## src/rtl/core/prs_pkg.sv

```systemverilog
`default_nettype none

package prs_pkg;

  // Input op codes.
  localparam logic [2:0] OP_TICK    = 3'd0;
  localparam logic [2:0] OP_LIST    = 3'd1;
  localparam logic [2:0] OP_GROUP   = 3'd2;
  localparam logic [2:0] OP_ALL_OFF = 3'd3;
  localparam logic [2:0] OP_INIT    = 3'd4;

  // Error codes.
  localparam logic [2:0] ERR_NONE           = 3'd0;
  localparam logic [2:0] ERR_BUSY           = 3'd1;
  localparam logic [2:0] ERR_TOO_MANY       = 3'd2;
  localparam logic [2:0] ERR_UNKNOWN_DEVICE = 3'd3;
  localparam logic [2:0] ERR_CONFLICT       = 3'd4;
  localparam logic [2:0] ERR_UNKNOWN_GROUP  = 3'd5;

  // Configuration register indexes.
  localparam logic [2:0] CFG_DEVICE_COUNT     = 3'd0;
  localparam logic [2:0] CFG_ACTIVE_HIGH_MASK = 3'd1;
  localparam logic [2:0] CFG_DEFAULT_ON_MASK  = 3'd2;
  localparam logic [2:0] CFG_GROUP_MAP        = 3'd3;
  localparam logic [2:0] CFG_DELAY_LOW        = 3'd4;
  localparam logic [2:0] CFG_DELAY_HIGH       = 3'd5;

  typedef enum logic [2:0] {
    K_TICK,
    K_LIST,
    K_GROUP,
    K_ALL_OFF,
    K_INIT,
    K_NOP
  } cmd_kind_t;

  typedef struct packed {
    cmd_kind_t  kind;
    logic [2:0] device;
    logic       turn_on;
    logic [2:0] group_number;
    logic       last_item;
  } cmd_t;

  typedef struct packed {
    logic [3:0]  device_count;
    logic [7:0]  active_high_mask;
    logic [7:0]  default_on_mask;
    logic [23:0] group_map;
    logic [63:0] delay_table_low;
    logic [63:0] delay_table_high;
  } cfg_regs_t;

  typedef struct packed {
    logic       accepted;
    logic [2:0] error_code;
    logic [2:0] error_device;
    logic       busy_res;
    logic [7:0] device_on;
    logic [7:0] pin_levels;
    logic       applied_valid;
    logic [2:0] applied_device;
  } result_t;

  typedef enum logic [1:0] {
    BK_IDLE,
    BK_WALK,
    BK_FINISH
  } back_state_t;

endpackage

`default_nettype wire

```

## src/rtl/core/prs_in_if.sv

```systemverilog
`default_nettype none

interface prs_in_if;
  logic       valid;
  logic       ready;
  logic [2:0] op;
  logic [2:0] device;
  logic       turn_on;
  logic [2:0] group_number;
  logic       last_item;

  modport source (output valid, output op, output device, output turn_on,
                  output group_number, output last_item, input ready);
  modport sink   (input valid, input op, input device, input turn_on,
                  input group_number, input last_item, output ready);
endinterface

`default_nettype wire

```

## src/rtl/core/prs_out_if.sv

```systemverilog
`default_nettype none

interface prs_out_if;
  logic       valid;
  logic       ready;
  logic       accepted;
  logic [2:0] error_code;
  logic [2:0] error_device;
  logic       busy_res;
  logic [7:0] device_on;
  logic [7:0] pin_levels;
  logic       applied_valid;
  logic [2:0] applied_device;

  modport source (output valid, output accepted, output error_code, output error_device,
                  output busy_res, output device_on, output pin_levels,
                  output applied_valid, output applied_device, input ready);
  modport sink   (input valid, input accepted, input error_code, input error_device,
                  input busy_res, input device_on, input pin_levels,
                  input applied_valid, input applied_device, output ready);
endinterface

`default_nettype wire

```

## src/rtl/core/prs_cfg_if.sv

```systemverilog
`default_nettype none

interface prs_cfg_if;
  logic        valid;
  logic        ready;
  logic [2:0]  reg_index;
  logic [63:0] data;

  modport source (output valid, output reg_index, output data, input ready);
  modport sink   (input valid, input reg_index, input data, output ready);
endinterface

`default_nettype wire

```

## src/rtl/core/prs_front.sv

```systemverilog
`default_nettype none

// Accepts input transactions and turns the op code into a command kind.
module prs_front (
  prs_in_if.sink          in_ch,
  input  wire logic       fifo_full,
  output logic            push,
  output prs_pkg::cmd_t   cmd
);

  prs_pkg::cmd_kind_t kind;

  always_comb begin
    unique case (in_ch.op)
      prs_pkg::OP_TICK:    kind = prs_pkg::K_TICK;
      prs_pkg::OP_LIST:    kind = prs_pkg::K_LIST;
      prs_pkg::OP_GROUP:   kind = prs_pkg::K_GROUP;
      prs_pkg::OP_ALL_OFF: kind = prs_pkg::K_ALL_OFF;
      prs_pkg::OP_INIT:    kind = prs_pkg::K_INIT;
      default:             kind = prs_pkg::K_NOP;
    endcase
  end

  assign in_ch.ready       = !fifo_full;
  assign push              = in_ch.valid && !fifo_full;
  assign cmd.kind          = kind;
  assign cmd.device        = in_ch.device;
  assign cmd.turn_on       = in_ch.turn_on;
  assign cmd.group_number  = in_ch.group_number;
  assign cmd.last_item     = in_ch.last_item;

endmodule

`default_nettype wire

```

## src/rtl/core/prs_cmd_fifo.sv

```systemverilog
`default_nettype none

// Short command queue between the front and the back.
module prs_cmd_fifo #(
  parameter int DEPTH = 2
) (
  input  wire logic          clk,
  input  wire logic          rst_n,
  input  wire logic          push,
  input  prs_pkg::cmd_t      cmd_in,
  output logic               full,
  input  wire logic          pop,
  output logic               valid,
  output prs_pkg::cmd_t      cmd_out
);

  localparam int PW = (DEPTH > 1) ? $clog2(DEPTH) : 1;
  localparam int CW = $clog2(DEPTH + 1);

  prs_pkg::cmd_t  mem_r [DEPTH];
  logic [PW-1:0]  wr_ptr_r, wr_ptr_nxt;
  logic [PW-1:0]  rd_ptr_r, rd_ptr_nxt;
  logic [CW-1:0]  count_r, count_nxt;

  assign full    = (count_r == CW'(DEPTH));
  assign valid   = (count_r != '0);
  assign cmd_out = mem_r[rd_ptr_r];

  always_comb begin
    wr_ptr_nxt = wr_ptr_r;
    rd_ptr_nxt = rd_ptr_r;
    count_nxt  = count_r;
    if (push) begin
      wr_ptr_nxt = (wr_ptr_r == PW'(DEPTH - 1)) ? '0 : wr_ptr_r + 1'b1;
    end
    if (pop) begin
      rd_ptr_nxt = (rd_ptr_r == PW'(DEPTH - 1)) ? '0 : rd_ptr_r + 1'b1;
    end
    if (push && !pop) begin
      count_nxt = count_r + 1'b1;
    end else if (pop && !push) begin
      count_nxt = count_r - 1'b1;
    end
  end

  always_ff @(posedge clk) begin
    if (!rst_n) begin
      wr_ptr_r <= '0;
      rd_ptr_r <= '0;
      count_r  <= '0;
    end else begin
      wr_ptr_r <= wr_ptr_nxt;
      rd_ptr_r <= rd_ptr_nxt;
      count_r  <= count_nxt;
    end
  end

  always_ff @(posedge clk) begin
    if (push) begin
      mem_r[wr_ptr_r] <= cmd_in;
    end
  end

endmodule

`default_nettype wire

```

## src/rtl/core/prs_back.sv

```systemverilog
`default_nettype none

// Executes commands: builds the action queue, walks groups one device per
// cycle, steps the switching sequence on ticks and registers one result.
module prs_back #(
  parameter int MAX_DEVICES = 8,
  parameter int QUEUE_DEPTH = 8,
  parameter int DELAY_BITS  = 16
) (
  input  wire logic           clk,
  input  wire logic           rst_n,
  input  prs_pkg::cfg_regs_t  cfg,
  input  wire logic           fifo_valid,
  input  prs_pkg::cmd_t       cmd,
  output logic                fifo_pop,
  input  wire logic           out_ready,
  output logic                out_valid,
  output prs_pkg::result_t    out_data
);

  localparam int QIW = (QUEUE_DEPTH > 1) ? $clog2(QUEUE_DEPTH) : 1;
  localparam int CW  = $clog2(QUEUE_DEPTH + 1);

  prs_pkg::back_state_t state_r, state_nxt;

  logic [2:0]            q_dev_r [QUEUE_DEPTH];
  logic                  q_st_r  [QUEUE_DEPTH];
  logic                  q_we;
  logic [QIW-1:0]        q_widx;
  logic [2:0]            q_wdev;
  logic                  q_wst;

  logic [7:0]            on_r, on_nxt;
  logic [CW-1:0]         total_r, total_nxt;
  logic [CW-1:0]         next_r, next_nxt;
  logic                  busy_r, busy_nxt;
  logic                  waiting_r, waiting_nxt;
  logic [DELAY_BITS-1:0] elapsed_r, elapsed_nxt;
  logic [DELAY_BITS-1:0] target_r, target_nxt;
  logic                  collecting_r, collecting_nxt;
  logic                  aborted_r, aborted_nxt;
  logic [2:0]            err_r, err_nxt;
  logic [2:0]            err_dev_r, err_dev_nxt;

  logic [3:0]            walk_i_r, walk_i_nxt;
  logic                  walk_on_r, walk_on_nxt;
  logic [2:0]            walk_grp_r, walk_grp_nxt;
  logic                  walk_is_grp_r, walk_is_grp_nxt;
  logic                  walk_ok_r, walk_ok_nxt;

  logic                  out_valid_r, out_valid_nxt;
  prs_pkg::result_t      out_data_r, out_data_nxt;

  logic                  slot_free;
  logic [3:0]            live;
  logic                  walk_end;
  logic                  walk_match;
  logic                  queue_full;
  logic                  list_clear;
  logic [CW-1:0]         total_eff;
  logic                  hit_same;
  logic                  hit_conf;
  logic [2:0]            head_dev;
  logic                  head_st;
  logic [127:0]          delays;
  logic [15:0]           head_delay;
  logic [DELAY_BITS-1:0] elapsed_inc;
  logic                  tick_go;
  logic                  res_emit;
  logic                  res_ok;
  logic                  res_applied;
  logic [2:0]            res_adev;

  assign slot_free  = !out_valid_r || out_ready;
  assign live       = (cfg.device_count > 4'(MAX_DEVICES)) ? 4'(MAX_DEVICES)
                                                           : cfg.device_count;
  assign walk_end   = (walk_i_r >= live);
  assign walk_match = !walk_is_grp_r ||
                      (cfg.group_map[{2'b00, walk_i_r[2:0]} * 5'd3 +: 3] == walk_grp_r);
  assign queue_full = (total_r >= CW'(QUEUE_DEPTH));

  // First item of a list on an idle sequencer starts from an empty queue.
  assign list_clear = !collecting_r && !busy_r;
  assign total_eff  = list_clear ? '0 : total_r;

  always_comb begin
    hit_same = 1'b0;
    hit_conf = 1'b0;
    for (int i = 0; i < QUEUE_DEPTH; i++) begin
      if ((CW'(i) < total_eff) && (q_dev_r[i] == cmd.device)) begin
        if (q_st_r[i] == cmd.turn_on) begin
          hit_same = 1'b1;
        end else begin
          hit_conf = 1'b1;
        end
      end
    end
  end

  assign head_dev    = q_dev_r[next_r[QIW-1:0]];
  assign head_st     = q_st_r[next_r[QIW-1:0]];
  assign delays      = {cfg.delay_table_high, cfg.delay_table_low};
  assign head_delay  = delays[{head_dev, 4'b0000} +: 16];
  assign elapsed_inc = (elapsed_r == '1) ? elapsed_r : elapsed_r + 1'b1;
  assign tick_go     = !waiting_r || (elapsed_inc >= target_r);

  // Next state.
  always_comb begin
    state_nxt = state_r;
    unique case (state_r)
      prs_pkg::BK_IDLE: begin
        if (fifo_valid && slot_free && !busy_r &&
            (cmd.kind == prs_pkg::K_GROUP || cmd.kind == prs_pkg::K_ALL_OFF)) begin
          state_nxt = prs_pkg::BK_WALK;
        end
      end
      prs_pkg::BK_WALK: begin
        if (walk_end || (walk_match && queue_full)) begin
          state_nxt = prs_pkg::BK_FINISH;
        end
      end
      prs_pkg::BK_FINISH: begin
        if (slot_free) begin
          state_nxt = prs_pkg::BK_IDLE;
        end
      end
      default: state_nxt = prs_pkg::BK_IDLE;
    endcase
  end

  // Datapath and outputs.
  always_comb begin
    on_nxt          = on_r;
    total_nxt       = total_r;
    next_nxt        = next_r;
    busy_nxt        = busy_r;
    waiting_nxt     = waiting_r;
    elapsed_nxt     = elapsed_r;
    target_nxt      = target_r;
    collecting_nxt  = collecting_r;
    aborted_nxt     = aborted_r;
    err_nxt         = err_r;
    err_dev_nxt     = err_dev_r;
    walk_i_nxt      = walk_i_r;
    walk_on_nxt     = walk_on_r;
    walk_grp_nxt    = walk_grp_r;
    walk_is_grp_nxt = walk_is_grp_r;
    walk_ok_nxt     = walk_ok_r;
    q_we            = 1'b0;
    q_widx          = total_r[QIW-1:0];
    q_wdev          = cmd.device;
    q_wst           = cmd.turn_on;
    fifo_pop        = 1'b0;
    res_emit        = 1'b0;
    res_ok          = 1'b0;
    res_applied     = 1'b0;
    res_adev        = 3'd0;

    unique case (state_r)
      prs_pkg::BK_IDLE: begin
        if (fifo_valid && slot_free) begin
          fifo_pop = 1'b1;
          unique case (cmd.kind)
            prs_pkg::K_TICK: begin
              res_emit = 1'b1;
              if (busy_r) begin
                if (waiting_r) begin
                  elapsed_nxt = elapsed_inc;
                  if (tick_go) begin
                    waiting_nxt = 1'b0;
                  end
                end
                if (tick_go) begin
                  if (next_r >= total_r) begin
                    busy_nxt = 1'b0;
                  end else begin
                    on_nxt[head_dev] = head_st;
                    res_applied      = 1'b1;
                    res_adev         = head_dev;
                    next_nxt         = next_r + 1'b1;
                    if (next_r + 1'b1 >= total_r) begin
                      busy_nxt = 1'b0;
                    end else begin
                      target_nxt  = head_delay[DELAY_BITS-1:0];
                      elapsed_nxt = '0;
                      waiting_nxt = (head_delay[DELAY_BITS-1:0] != '0);
                    end
                  end
                end
              end
            end
            prs_pkg::K_LIST: begin
              res_emit = 1'b1;
              if (!collecting_r) begin
                collecting_nxt = 1'b1;
                if (busy_r) begin
                  err_nxt     = prs_pkg::ERR_BUSY;
                  err_dev_nxt = 3'd0;
                  aborted_nxt = 1'b1;
                end else begin
                  total_nxt   = '0;
                  next_nxt    = '0;
                  waiting_nxt = 1'b0;
                  err_nxt     = prs_pkg::ERR_NONE;
                  err_dev_nxt = 3'd0;
                  aborted_nxt = 1'b0;
                end
              end
              if (!aborted_nxt) begin
                if ({1'b0, cmd.device} >= live) begin
                  err_nxt     = prs_pkg::ERR_UNKNOWN_DEVICE;
                  err_dev_nxt = cmd.device;
                  aborted_nxt = 1'b1;
                end else if (hit_conf) begin
                  err_nxt     = prs_pkg::ERR_CONFLICT;
                  err_dev_nxt = cmd.device;
                  aborted_nxt = 1'b1;
                end else if (hit_same) begin
                  res_ok = 1'b1;
                end else if (total_eff >= CW'(QUEUE_DEPTH)) begin
                  err_nxt     = prs_pkg::ERR_TOO_MANY;
                  err_dev_nxt = 3'd0;
                  aborted_nxt = 1'b1;
                end else begin
                  q_we      = 1'b1;
                  q_widx    = total_eff[QIW-1:0];
                  total_nxt = total_eff + 1'b1;
                  res_ok    = 1'b1;
                end
              end
              if (cmd.last_item) begin
                if (!aborted_nxt) begin
                  next_nxt    = '0;
                  waiting_nxt = 1'b0;
                  busy_nxt    = 1'b1;
                  err_nxt     = prs_pkg::ERR_NONE;
                  err_dev_nxt = 3'd0;
                end
                collecting_nxt = 1'b0;
                aborted_nxt    = 1'b0;
              end
            end
            prs_pkg::K_GROUP, prs_pkg::K_ALL_OFF: begin
              collecting_nxt = 1'b0;
              aborted_nxt    = 1'b0;
              if (busy_r) begin
                err_nxt     = prs_pkg::ERR_BUSY;
                err_dev_nxt = 3'd0;
                res_emit    = 1'b1;
              end else begin
                total_nxt       = '0;
                next_nxt        = '0;
                waiting_nxt     = 1'b0;
                err_nxt         = prs_pkg::ERR_NONE;
                err_dev_nxt     = 3'd0;
                walk_i_nxt      = 4'd0;
                walk_is_grp_nxt = (cmd.kind == prs_pkg::K_GROUP);
                walk_on_nxt     = (cmd.kind == prs_pkg::K_GROUP) ? cmd.turn_on : 1'b0;
                walk_grp_nxt    = cmd.group_number;
              end
            end
            prs_pkg::K_INIT: begin
              res_emit       = 1'b1;
              collecting_nxt = 1'b0;
              aborted_nxt    = 1'b0;
              for (int i = 0; i < 8; i++) begin
                if (4'(i) < live) begin
                  on_nxt[i] = cfg.default_on_mask[i];
                end
              end
            end
            default: begin
              res_emit = 1'b1;
            end
          endcase
        end
      end
      prs_pkg::BK_WALK: begin
        if (walk_end) begin
          if (walk_is_grp_r && (total_r == '0)) begin
            err_nxt     = prs_pkg::ERR_UNKNOWN_GROUP;
            err_dev_nxt = walk_grp_r;
            walk_ok_nxt = 1'b0;
          end else begin
            next_nxt    = '0;
            waiting_nxt = 1'b0;
            busy_nxt    = 1'b1;
            err_nxt     = prs_pkg::ERR_NONE;
            err_dev_nxt = 3'd0;
            walk_ok_nxt = 1'b1;
          end
        end else if (walk_match && queue_full) begin
          err_nxt     = prs_pkg::ERR_TOO_MANY;
          err_dev_nxt = 3'd0;
          walk_ok_nxt = 1'b0;
        end else begin
          if (walk_match) begin
            q_we      = 1'b1;
            q_widx    = total_r[QIW-1:0];
            q_wdev    = walk_i_r[2:0];
            q_wst     = walk_on_r;
            total_nxt = total_r + 1'b1;
          end
          walk_i_nxt = walk_i_r + 4'd1;
        end
      end
      prs_pkg::BK_FINISH: begin
        if (slot_free) begin
          res_emit = 1'b1;
          res_ok   = walk_ok_r;
        end
      end
      default: begin
      end
    endcase
  end

  // Output register.
  always_comb begin
    out_valid_nxt = out_valid_r;
    out_data_nxt  = out_data_r;
    if (res_emit) begin
      out_valid_nxt               = 1'b1;
      out_data_nxt.accepted       = res_ok;
      out_data_nxt.error_code     = err_nxt;
      out_data_nxt.error_device   = err_dev_nxt;
      out_data_nxt.busy_res       = busy_nxt;
      out_data_nxt.device_on      = on_nxt;
      out_data_nxt.pin_levels     = ~(on_nxt ^ cfg.active_high_mask);
      out_data_nxt.applied_valid  = res_applied;
      out_data_nxt.applied_device = res_adev;
    end else if (out_ready) begin
      out_valid_nxt = 1'b0;
    end
  end

  assign out_valid = out_valid_r;
  assign out_data  = out_data_r;

  always_ff @(posedge clk) begin
    if (!rst_n) begin
      state_r      <= prs_pkg::BK_IDLE;
      on_r         <= '0;
      total_r      <= '0;
      next_r       <= '0;
      busy_r       <= 1'b0;
      waiting_r    <= 1'b0;
      elapsed_r    <= '0;
      target_r     <= '0;
      collecting_r <= 1'b0;
      aborted_r    <= 1'b0;
      err_r        <= prs_pkg::ERR_NONE;
      err_dev_r    <= 3'd0;
      out_valid_r  <= 1'b0;
    end else begin
      state_r      <= state_nxt;
      on_r         <= on_nxt;
      total_r      <= total_nxt;
      next_r       <= next_nxt;
      busy_r       <= busy_nxt;
      waiting_r    <= waiting_nxt;
      elapsed_r    <= elapsed_nxt;
      target_r     <= target_nxt;
      collecting_r <= collecting_nxt;
      aborted_r    <= aborted_nxt;
      err_r        <= err_nxt;
      err_dev_r    <= err_dev_nxt;
      out_valid_r  <= out_valid_nxt;
    end
  end

  always_ff @(posedge clk) begin
    walk_i_r      <= walk_i_nxt;
    walk_on_r     <= walk_on_nxt;
    walk_grp_r    <= walk_grp_nxt;
    walk_is_grp_r <= walk_is_grp_nxt;
    walk_ok_r     <= walk_ok_nxt;
    out_data_r    <= out_data_nxt;
    if (q_we) begin
      q_dev_r[q_widx] <= q_wdev;
      q_st_r[q_widx]  <= q_wst;
    end
  end

endmodule

`default_nettype wire

```

## src/rtl/core/power_rail_sequencer.sv

```systemverilog
// Channel  Port    Direction  Payload
// -------  ------  ---------  -----------------------------------------------------------
// input    in_ch   sink       op, device, turn_on, group_number, last_item
// result   out_ch  source     accepted, error_code, error_device, busy_res, device_on,
//                             pin_levels, applied_valid, applied_device
// config   cfg_ch  sink       reg_index, data (always ready)
//
// Every input transaction yields exactly one result transaction, in order.
// Ticks, list items, init, unused op codes and group or all-off commands refused as
// busy are popped and have their result registered in the same cycle in the back end.
// Other group and all-off commands are popped, then walk the live devices one device per
// cycle to fill the action queue, then register the result once the result slot is free.
// A queue-full stop ends the walk early. At the earliest, out_ch.valid rises once an
// accepted transaction has passed through the command queue and the result register.
// Reset (rst_n low, synchronous) clears all control state and loads the register reset
// values. The two-entry command queue keeps in_ch.ready high while out_ch is stalled
// until that queue fills.
`default_nettype none

module power_rail_sequencer #(
  parameter int MAX_DEVICES = 8,
  parameter int QUEUE_DEPTH = 8,
  parameter int DELAY_BITS  = 16
) (
  input  wire logic  clk,
  input  wire logic  rst_n,
  prs_in_if.sink     in_ch,
  prs_out_if.source  out_ch,
  prs_cfg_if.sink    cfg_ch
);

  // Configuration registers. Writes are only expected while the block is idle,
  // so the back end reads them directly.
  prs_pkg::cfg_regs_t cfg_r, cfg_nxt;

  always_comb begin
    cfg_nxt = cfg_r;
    if (cfg_ch.valid) begin
      unique case (cfg_ch.reg_index)
        prs_pkg::CFG_DEVICE_COUNT:     cfg_nxt.device_count     = cfg_ch.data[3:0];
        prs_pkg::CFG_ACTIVE_HIGH_MASK: cfg_nxt.active_high_mask = cfg_ch.data[7:0];
        prs_pkg::CFG_DEFAULT_ON_MASK:  cfg_nxt.default_on_mask  = cfg_ch.data[7:0];
        prs_pkg::CFG_GROUP_MAP:        cfg_nxt.group_map        = cfg_ch.data[23:0];
        prs_pkg::CFG_DELAY_LOW:        cfg_nxt.delay_table_low  = cfg_ch.data;
        prs_pkg::CFG_DELAY_HIGH:       cfg_nxt.delay_table_high = cfg_ch.data;
        default: begin
          // Indexes past the register list are accepted and dropped.
        end
      endcase
    end
  end

  assign cfg_ch.ready = 1'b1;

  always_ff @(posedge clk) begin
    if (!rst_n) begin
      cfg_r.device_count     <= 4'd0;
      cfg_r.active_high_mask <= 8'hFF;
      cfg_r.default_on_mask  <= 8'h00;
      cfg_r.group_map        <= 24'd0;
      cfg_r.delay_table_low  <= 64'd0;
      cfg_r.delay_table_high <= 64'd0;
    end else begin
      cfg_r <= cfg_nxt;
    end
  end

  // Front end: accepts transactions and classifies the op code.
  logic          push;
  logic          fifo_full;
  prs_pkg::cmd_t front_cmd;

  prs_front u_front (
    .in_ch     (in_ch),
    .fifo_full (fifo_full),
    .push      (push),
    .cmd       (front_cmd)
  );

  // Command queue that decouples acceptance from execution.
  logic          fifo_valid;
  logic          fifo_pop;
  prs_pkg::cmd_t back_cmd;

  prs_cmd_fifo #(
    .DEPTH (2)
  ) u_cmd_fifo (
    .clk     (clk),
    .rst_n   (rst_n),
    .push    (push),
    .cmd_in  (front_cmd),
    .full    (fifo_full),
    .pop     (fifo_pop),
    .valid   (fifo_valid),
    .cmd_out (back_cmd)
  );

  // Back end: executes commands and holds the result register.
  logic             res_valid;
  prs_pkg::result_t res_data;

  prs_back #(
    .MAX_DEVICES (MAX_DEVICES),
    .QUEUE_DEPTH (QUEUE_DEPTH),
    .DELAY_BITS  (DELAY_BITS)
  ) u_back (
    .clk        (clk),
    .rst_n      (rst_n),
    .cfg        (cfg_r),
    .fifo_valid (fifo_valid),
    .cmd        (back_cmd),
    .fifo_pop   (fifo_pop),
    .out_ready  (out_ch.ready),
    .out_valid  (res_valid),
    .out_data   (res_data)
  );

  assign out_ch.valid          = res_valid;
  assign out_ch.accepted       = res_data.accepted;
  assign out_ch.error_code     = res_data.error_code;
  assign out_ch.error_device   = res_data.error_device;
  assign out_ch.busy_res       = res_data.busy_res;
  assign out_ch.device_on      = res_data.device_on;
  assign out_ch.pin_levels     = res_data.pin_levels;
  assign out_ch.applied_valid  = res_data.applied_valid;
  assign out_ch.applied_device = res_data.applied_device;

endmodule

`default_nettype wire

```

## src/flat_wrapper.sv

```systemverilog
// flat-port wrapper written by rule: the top's interface ports become plain ports
module power_rail_sequencer_flat 
#(
  parameter int MAX_DEVICES = 8,
  parameter int QUEUE_DEPTH = 8,
  parameter int DELAY_BITS  = 16
)
  (clk, rst_n, in_ch_valid, in_ch_op, in_ch_device, in_ch_turn_on, in_ch_group_number, in_ch_last_item, in_ch_ready, out_ch_valid, out_ch_accepted, out_ch_error_code, out_ch_error_device, out_ch_busy_res, out_ch_device_on, out_ch_pin_levels, out_ch_applied_valid, out_ch_applied_device, out_ch_ready, cfg_ch_valid, cfg_ch_reg_index, cfg_ch_data, cfg_ch_ready);
  prs_in_if in_ch_i ();
  prs_out_if out_ch_i ();
  prs_cfg_if cfg_ch_i ();
  input  wire logic clk;
  input  wire logic rst_n;
  input wire logic [$bits(in_ch_i.valid)-1:0] in_ch_valid;
  input wire logic [$bits(in_ch_i.op)-1:0] in_ch_op;
  input wire logic [$bits(in_ch_i.device)-1:0] in_ch_device;
  input wire logic [$bits(in_ch_i.turn_on)-1:0] in_ch_turn_on;
  input wire logic [$bits(in_ch_i.group_number)-1:0] in_ch_group_number;
  input wire logic [$bits(in_ch_i.last_item)-1:0] in_ch_last_item;
  output wire logic [$bits(in_ch_i.ready)-1:0] in_ch_ready;
  output wire logic [$bits(out_ch_i.valid)-1:0] out_ch_valid;
  output wire logic [$bits(out_ch_i.accepted)-1:0] out_ch_accepted;
  output wire logic [$bits(out_ch_i.error_code)-1:0] out_ch_error_code;
  output wire logic [$bits(out_ch_i.error_device)-1:0] out_ch_error_device;
  output wire logic [$bits(out_ch_i.busy_res)-1:0] out_ch_busy_res;
  output wire logic [$bits(out_ch_i.device_on)-1:0] out_ch_device_on;
  output wire logic [$bits(out_ch_i.pin_levels)-1:0] out_ch_pin_levels;
  output wire logic [$bits(out_ch_i.applied_valid)-1:0] out_ch_applied_valid;
  output wire logic [$bits(out_ch_i.applied_device)-1:0] out_ch_applied_device;
  input wire logic [$bits(out_ch_i.ready)-1:0] out_ch_ready;
  input wire logic [$bits(cfg_ch_i.valid)-1:0] cfg_ch_valid;
  input wire logic [$bits(cfg_ch_i.reg_index)-1:0] cfg_ch_reg_index;
  input wire logic [$bits(cfg_ch_i.data)-1:0] cfg_ch_data;
  output wire logic [$bits(cfg_ch_i.ready)-1:0] cfg_ch_ready;
  assign in_ch_i.valid = in_ch_valid;
  assign in_ch_i.op = in_ch_op;
  assign in_ch_i.device = in_ch_device;
  assign in_ch_i.turn_on = in_ch_turn_on;
  assign in_ch_i.group_number = in_ch_group_number;
  assign in_ch_i.last_item = in_ch_last_item;
  assign in_ch_ready = in_ch_i.ready;
  assign out_ch_valid = out_ch_i.valid;
  assign out_ch_accepted = out_ch_i.accepted;
  assign out_ch_error_code = out_ch_i.error_code;
  assign out_ch_error_device = out_ch_i.error_device;
  assign out_ch_busy_res = out_ch_i.busy_res;
  assign out_ch_device_on = out_ch_i.device_on;
  assign out_ch_pin_levels = out_ch_i.pin_levels;
  assign out_ch_applied_valid = out_ch_i.applied_valid;
  assign out_ch_applied_device = out_ch_i.applied_device;
  assign out_ch_i.ready = out_ch_ready;
  assign cfg_ch_i.valid = cfg_ch_valid;
  assign cfg_ch_i.reg_index = cfg_ch_reg_index;
  assign cfg_ch_i.data = cfg_ch_data;
  assign cfg_ch_ready = cfg_ch_i.ready;
  power_rail_sequencer #(.MAX_DEVICES(MAX_DEVICES), .QUEUE_DEPTH(QUEUE_DEPTH), .DELAY_BITS(DELAY_BITS)) u_core (.clk(clk), .rst_n(rst_n), .in_ch(in_ch_i), .out_ch(out_ch_i), .cfg_ch(cfg_ch_i));
endmodule
```

## config.mk

```make
export PLATFORM = sky130hd
export DESIGN_NAME = power_rail_sequencer_flat
export DESIGN_NICKNAME = d
export VERILOG_FILES = /design/src/rtl/core/prs_pkg.sv /design/src/rtl/core/prs_in_if.sv /design/src/rtl/core/prs_out_if.sv /design/src/rtl/core/prs_cfg_if.sv /design/src/rtl/core/prs_front.sv /design/src/rtl/core/prs_cmd_fifo.sv /design/src/rtl/core/prs_back.sv /design/src/rtl/core/power_rail_sequencer.sv /design/src/flat_wrapper.sv
export SDC_FILE = /design/constraint.sdc
export NUM_CORES = 1
export LEC_CHECK = 0
export BUFFER_PORTS_ARGS = -buffer_cell sky130_fd_sc_hd__buf_2
export CORE_UTILIZATION = 43
export DETAILED_ROUTE_END_ITERATION = 16
export PLACE_DENSITY = 0.69
export SLEW_MARGIN = 10
export SYNTH_ARGS = -nofsm -noshare
export SYNTH_HDL_FRONTEND = slang
export SYNTH_SLANG_ARGS = --single-unit
```

## constraint.sdc

```tcl
create_clock -name clk -period 4.7 [get_ports clk]
set_input_delay 0.94 -clock clk [delete_from_list [all_inputs] [get_ports clk]]
set_output_delay 0.94 -clock clk [all_outputs]
set_load 0.005 [all_outputs]
```

==> out/qor.csv, run 1 <==
metric,value,unit
status,completed,
post-synth cell types,78,
Max Buffers Root-to-Sink,3,
Mapped Cells,1824,
Synth-to-Final Area Change,14.1,%
clock slew at reported path FFs,0.06,ns
critical path arrival,4.67,ns
H-tree lvl count,2,
Chip Width,197,um
CTS tree,yes,
final setup TNS,0,ns
via count,13600,
critical path peak fanout,13,
PwrDens,445,nW/um^2
Commonest cells post-synth,"nand2_1, dfxtp_1, a21oi_1",
drt total wl,47000,um
Final Hold Vio Count,0,
period utilization,93.6,%
Synth top area share,29.6,%
hold buffer count at cts,0,
Final setup viols,0,
number of max-cap violations,0,
Layout fillers,3466,
ys flop type,dfxtp_1,
final RePlAce weighted congestion,0.958,
gr ovfl total,0,
placed cell count,2370,
startpoint types,register,
Die Area,38600,sq um
initial antenna violation count,3,
Min Hold Slack,0.452,ns
Total GRT Usage,24.3,%
Post-synth EDFFs,92,
YS warnings,0,
Remaining DRCs,0,
core area,37000,sq um
"Cell Area, Synth",16300,sq um
clk_skew,0.0221,ns
Rel. slew slack,35.2,%
RSZ-0062 raised after global routing,false,
DP Worst Slack,0.260,ns
"count leader, synth",nand2_1,
HP Class,reg -> reg,
Post-synth ARST share,0,%
Vias/cell,5.58,
Clock Latency Late Sink,0.54,ns
Critical Path RT,4.97,ns
CTS root buffer,clkbuf_16,
post-route ant nets,0,
R2R depth,18,
share of cells above drive strength 1,13.6,%
largest area contributor in the netlist,dfxtp_1,
global-route wire length before repair,73000,um
CTS Buf Count,37,
TritonRoute pass-1 iters,5,
Num Clock Sinks,333,
# rows,70,
PnR worst setup slack,0.302,ns
pin count of the biggest net entering global routing,115,
hpwl dp,33400,um
Mapped Nets,1946,
Setup CP Type,reg -> reg,
synth top area cells,"dfxtp_1, edfxtp_1, nand2_1",
Synth Area per Inst,8.92,sq um
WHS Path Cells,2,
Finished Layout Cells,2442,
Final nets,2030,
Worst setup EP type,register,
Max Freq,227,MHz
min Tclk post-route,4.40,ns
die height,197,um
LEAKAGE,0.00683,uW
starting density of the core,44.0,%
Final Slew Violations,0,
worst vdd ir,290,uV
DR WL/cell,19.3,um
num ports,114,
worst-margin pin slew,0.968,ns
number of port buffers,112,
vias in the first global route,12900,
post-synthesis register bit count,333,
Initial DRC Count,1236,
sequential-to-total area share from yosys stat,46.6,%
[metrics by stage]
stage | instance area, sq um | total power, uW | util [%]
finish | 18600 | 8260 | 50.3
floorplan | 16300 | 4670 | -
global route | 18600 | 8590 | 50.2
global placement | 17300 | 5360 | 46.9
CTS | 18500 | 8270 | 50.2
detailed placement | 17300 | 5390 | 46.9
[where the power goes]
group / total [uW] / switching, uW / internal (uW) / leakage, uW
sequential: 3480 / 186 / 3290 / 0.00281
clock: 2890 / 1190 / 1700 / 0.000596
combinational: 1890 / 1230 / 659 / 0.00342
[layer usage]
| metal | part of all wire, % | vias to the layer above | global-route usage [%] |
|---|---|---|---|
| met5 | 0.021 | - | 0 |
| met3 | 7.7 | 82 | 3.82 |
| met4 | 3.1 | 2 | 8.74 |
| li1 | - | 6555 | - |
| met1 | 45 | 6504 | 34.2 |
| met2 | 45 | 487 | 37.9 |
[placed cells by master, fill, tap and decap left out, types with 12 or more instances in the layout]
| cell type | synthesis | final |
|---|---|---|
| a211oi_1 | 20 | 20 |
| a21o_1 | 14 | 14 |
| a21oi_1 | 222 | 222 |
| a22oi_1 | 22 | 22 |
| a31oi_1 | 12 | 12 |
| and2_1 | 21 | 21 |
| and3_1 | 16 | 16 |
| buf_2 | 14 | 112 |
| buf_4 | 7 | 39 |
| clkbuf_16 | 0 | 38 |
| dfxtp_1 | 241 | 241 |
| edfxtp_1 | 92 | 92 |
| ha_1 | 39 | 39 |
| inv_1 | 45 | 44 |
| mux2i_1 | 84 | 83 |
| nand2_1 | 432 | 431 |
| nand2b_1 | 16 | 16 |
| nand3_1 | 42 | 41 |
| nor2_1 | 98 | 95 |
| nor2b_1 | 12 | 12 |
| nor3_1 | 27 | 27 |
| o21ai_0 | 30 | 30 |
| xnor2_1 | 44 | 44 |
| xor2_1 | 27 | 27 |
[path summary, 6_finish.rpt]
| check | from | end | slack, ns |
|---|---|---|---|
| setup / recovery | u_core.u_back.elapsed_r[6] | u_core.u_back.out_data[11] | 0.30 |
| hold / removal | u_core.cfg_r[122] | u_core.cfg_r[122] | 0.45 |
| setup reg to reg | u_core.u_back.elapsed_r[6] | u_core.u_back.out_data[11] | 0.30 |
| hold reg to reg | u_core.cfg_r[122] | u_core.cfg_r[122] | 0.45 |
[flip-flops by register name (all words and copies together) (netlist names), 4 cells and up, named ones only]
signal and flops:
u_core.cfg_r 172, u_core.u_back.elapsed_r 16, u_core.u_back.next_r 4, u_core.u_back.on_r 8, u_core.u_back.out_data 28, u_core.u_back.q_dev_r 24
u_core.u_back.q_st_r 8, u_core.u_back.target_r 16, u_core.u_back.total_r 4, u_core.u_back.walk_i_r 4, u_core.u_cmd_fifo.mem_r 22
[final cells by class]
class	instances	area (sq um)	area share, %
inverter	46	178	0.957
tap	504	631	3.40
multi-input combinational	1338	8080	43.5
clock buffer	51	1060	5.71
antenna	3	7.51	0.0404
sequential	333	7590	40.9
timing repair buffer	152	873	4.70
clock inverter	15	154	0.829
[worst max-delay path, cell delays in order (launching register included)]
cell       delay [ns]
dfxtp_1          0.44
nand3_1          0.19
nor4_2           0.39
nand3_1          0.25
and3_1           0.29
and3_1           0.24
nand3_1          0.15
xnor2_1          0.14
ha_1             0.26
a21o_1           0.16
a21oi_1          0.13
nor2b_1          0.07
a211oi_1         0.22
o2111ai_1        0.15
buf_4            0.21
and2_1           0.23
a31o_2           0.22
o21ai_0          0.30
xnor2_1          0.10
[cells by family (layout without fill, tap and decap cells)]
logic type      Yosys count  count (layout)  share of synthesized area, %
simple gates            718             718                          19.3
compound gates          400             400                          15.3
flops                   333             333                          46.6
buf+inv                 153             264                          3.98
mux                     109             109                          7.95
xor+xnor                 71              71                          3.82
fa+ha+maj                39              39                          3.00
other cells               1               4                        0.0230
[timing repair]
item | CTS | global route
setup buffers | 0 | 3
endpoints found under the setup margin | 0 | 7
resized for setup | 0 | 1
No activity file was read; power rests on OpenSTA's default activity.
==> run 2, diff against run 1 <==
--- a/config.mk
+++ b/config.mk
@@ -8,7 +8,7 @@
 export BUFFER_PORTS_ARGS = -buffer_cell sky130_fd_sc_hd__buf_2
 export CORE_UTILIZATION = 43
 export DETAILED_ROUTE_END_ITERATION = 16
-export PLACE_DENSITY = 0.69
+export PLACE_DENSITY = 0.65
 export SLEW_MARGIN = 10
 export SYNTH_ARGS = -nofsm -noshare
 export SYNTH_HDL_FRONTEND = slang
==> out/qor.csv, run 2 (synthesis gave the netlist of run 1 again) <==
metric,value,unit,change
CP peak stage delay,0.43,ns,about the same
status,completed,,
critical path arrival,4.66,ns,about the same
period utilization,93.4,%,-0.19 points
Vias/cell,5.63,,+0.94%
area occupied by multi-input gates,8090,sq um,about the same
RSZ-0062 raised after global routing,false,,
final RePlAce weighted congestion,0.923,,-3.7%
global-route wire length before repair,72600,um,-0.45%
Synth-to-Final Area Change,14.2,%,about the same
DR WL/cell,19.4,um,+0.61%
Critical-path top delay cell,dfxtp_1,,
vias in the first global route,12800,,-0.94%
GR Util met1,32.6,%,-1.6 points
Critical Path RT,4.97,ns,about the same
"most common cell after layout, fill and taps aside",nand2_1,,
CTS Buf Count,38,,+2.7%
Final nets,2021,,-0.44%
max FFs per register,172,,unchanged
placed cell count,2363,,-0.30%
Clock Latency Late Sink,0.55,ns,about the same
clock slew at reported path FFs,0.06,ns,about the same
Sequential cell area,7590,sq um,unchanged
Die Area,38600,sq um,unchanged
Rel. slew slack,33.8,%,-1.5 points
number of port buffers,112,,unchanged
Finished Layout Cells,2432,,-0.41%
"most used cell, CP",nand3_1,,
Total GRT Usage,24.0,%,-0.30 points
clk_skew,0.0344,ns,+0.0122 ns
Layout fillers,3501,,+1.0%
starting density of the core,44.0,%,unchanged
# rows,70,,unchanged
H-tree lvl count,2,,unchanged
min Tclk post-route,4.39,ns,-0.00914 ns
gr ovfl total,0,,unchanged
share of cells above drive strength 1,13.4,%,-0.16 points
"Setup Fix Bufs, Post-CTS",0,,unchanged
Initial DRC Count,1007,,-19%
Final Slew Violations,0,,unchanged
Final setup viols,0,,unchanged
TritonRoute pass-1 iters,6,,+1
Chip Width,197,um,unchanged
worst-margin pin slew,0.993,ns,+0.0256 ns
most frequent cells in the layout,"nand2_1, dfxtp_1, a21oi_1, buf_2, nor2_1",,
GR Util met3,3.76,%,-0.051 points
"Cell Chain, Critical Path",nand3_1 -> nor4_2 -> nand3_1 -> and3_1 -> and3_1 -> nand3_1 -> xnor2_1 -> ha_1 -> a21o_1 -> a21oi_1 -> nor2b_1 -> a211oi_1 -> o2111ai_1 -> buf_4 -> and2_1 -> a31o_2 -> a21oi_1 -> xnor2_1,,
num ports,114,,unchanged
number of max-cap violations,0,,unchanged
register bank with the most flops,u_core.cfg_r,,
"delay-heaviest family, CP",simple AND/OR/NAND/NOR gates,,
Ant. Diodes,0,,-3
PwrDens,449,nW/um^2,+0.90%
hpwl dp,33700,um,+0.96%
core area,37000,sq um,unchanged
Worst setup EP type,register,,
Setup CP Type,reg -> reg,,
post-route ant nets,0,,unchanged
final setup TNS,0,ns,unchanged
Final Hold Vio Count,0,,unchanged
Remaining DRCs,0,,unchanged
pin count of the biggest net entering global routing,112,,-2.6%
Max Freq,228,MHz,+0.21%
Max Buffers Root-to-Sink,3,,unchanged
startpoint types,register,,
HP Class,reg -> reg,,
CTS root buffer,clkbuf_16,,
drt total wl,47100,um,+0.20%
Num Clock Sinks,333,,unchanged
CTS tree,yes,,
gr busiest metal,met2,,
worst path bufs/invs,1,,unchanged
met2 Use GR,39.5,%,+1.6 points
via count,13700,,+0.53%
die height,197,um,unchanged
LEAKAGE,0.00681,uW,-0.26%
critical path peak fanout,13,,unchanged
worst vdd ir,235,uV,-19%
initial antenna violation count,4,,+1
==> run 2: cell count changes in the layout (fill, tap and decap cells not counted), sizes merged <==
cell,before,now
buf,152,142
bufinv,2,3
clkinv,9,8
clkinvlp,1,5
diode,3,0
inv,49,48
==> run 2: layout make-up <==
type	count	area share, %
clock buffer	51	5.76
clock inverter	18	1.20
inverter	46	0.956
multi-input combinational	1338	43.5
sequential	333	40.8
tap	504	3.39
timing repair buffer	142	4.36
==> run 2: power by group <==
| part | switching (uW) | total (uW) | internal [uW] | leakage, uW |
|---|---|---|---|---|
| logic | 1210 | 1840 | 631 | 0.00338 |
| clock network | 1230 | 3020 | 1790 | 0.000619 |
| registers | 191 | 3480 | 3290 | 0.00281 |
==> run 2: timing repair <==
action,4_1_cts,5_1_grt
hold buffers,0,0
setup endpoints to repair,0,4
gates resized for setup,0,2
==> run 2: worst reg2reg max path: stages (launching register included) <==
cell	delay, ns
dfxtp_1	0.43
nand3_1	0.18
nor4_2	0.39
nand3_1	0.28
and3_1	0.30
and3_1	0.24
nand3_1	0.15
xnor2_1	0.14
ha_1	0.26
a21o_1	0.16
a21oi_1	0.13
nor2b_1	0.07
a211oi_1	0.21
o2111ai_1	0.15
buf_4	0.21
and2_1	0.23
a31o_2	0.23
a21oi_1	0.28
xnor2_1	0.10
==> run 2: per-layer routing <==
| layer | share of wire (%) | wire, um |
|---|---|---|
| met2 | 47 | 22000 |
| met5 | 0.074 | 35 |
| met4 | 2.4 | 1110 |
| met3 | 6.9 | 3250 |
| met1 | 44 | 20700 |
==> run 2: stage by stage <==
| stage | cell area, sq um | total power (uW) | worst slack [ns] | hold WS (ns) | util, % |
|---|---|---|---|---|---|
| after floorplan | 16300 | 4670 | 0.499 | 0.432 | - |
| after global placement | 17300 | 5330 | 0.376 | 0.439 | 46.8 |
| after detailed placement | 17300 | 5350 | 0.310 | 0.444 | 46.8 |
| after CTS | 18600 | 8360 | 0.279 | 0.452 | 50.3 |
| after global routing | 18600 | 8660 | 0.0123 | 0.471 | 50.3 |
| final | 18600 | 8340 | 0.311 | 0.450 | 50.3 |
==> run 2: final timing paths <==
kind | start | endpoint | slack [ns] | cells after the start
setup / recovery | u_core.u_back.elapsed_r[6] | u_core.u_back.out_data[7] | 0.31 | 18
hold / removal | u_core.cfg_r[99] | u_core.cfg_r[99] | 0.45 | 2
setup reg to reg | u_core.u_back.elapsed_r[6] | u_core.u_back.out_data[7] | 0.31 | 18
hold reg to reg | u_core.cfg_r[99] | u_core.cfg_r[99] | 0.45 | 2
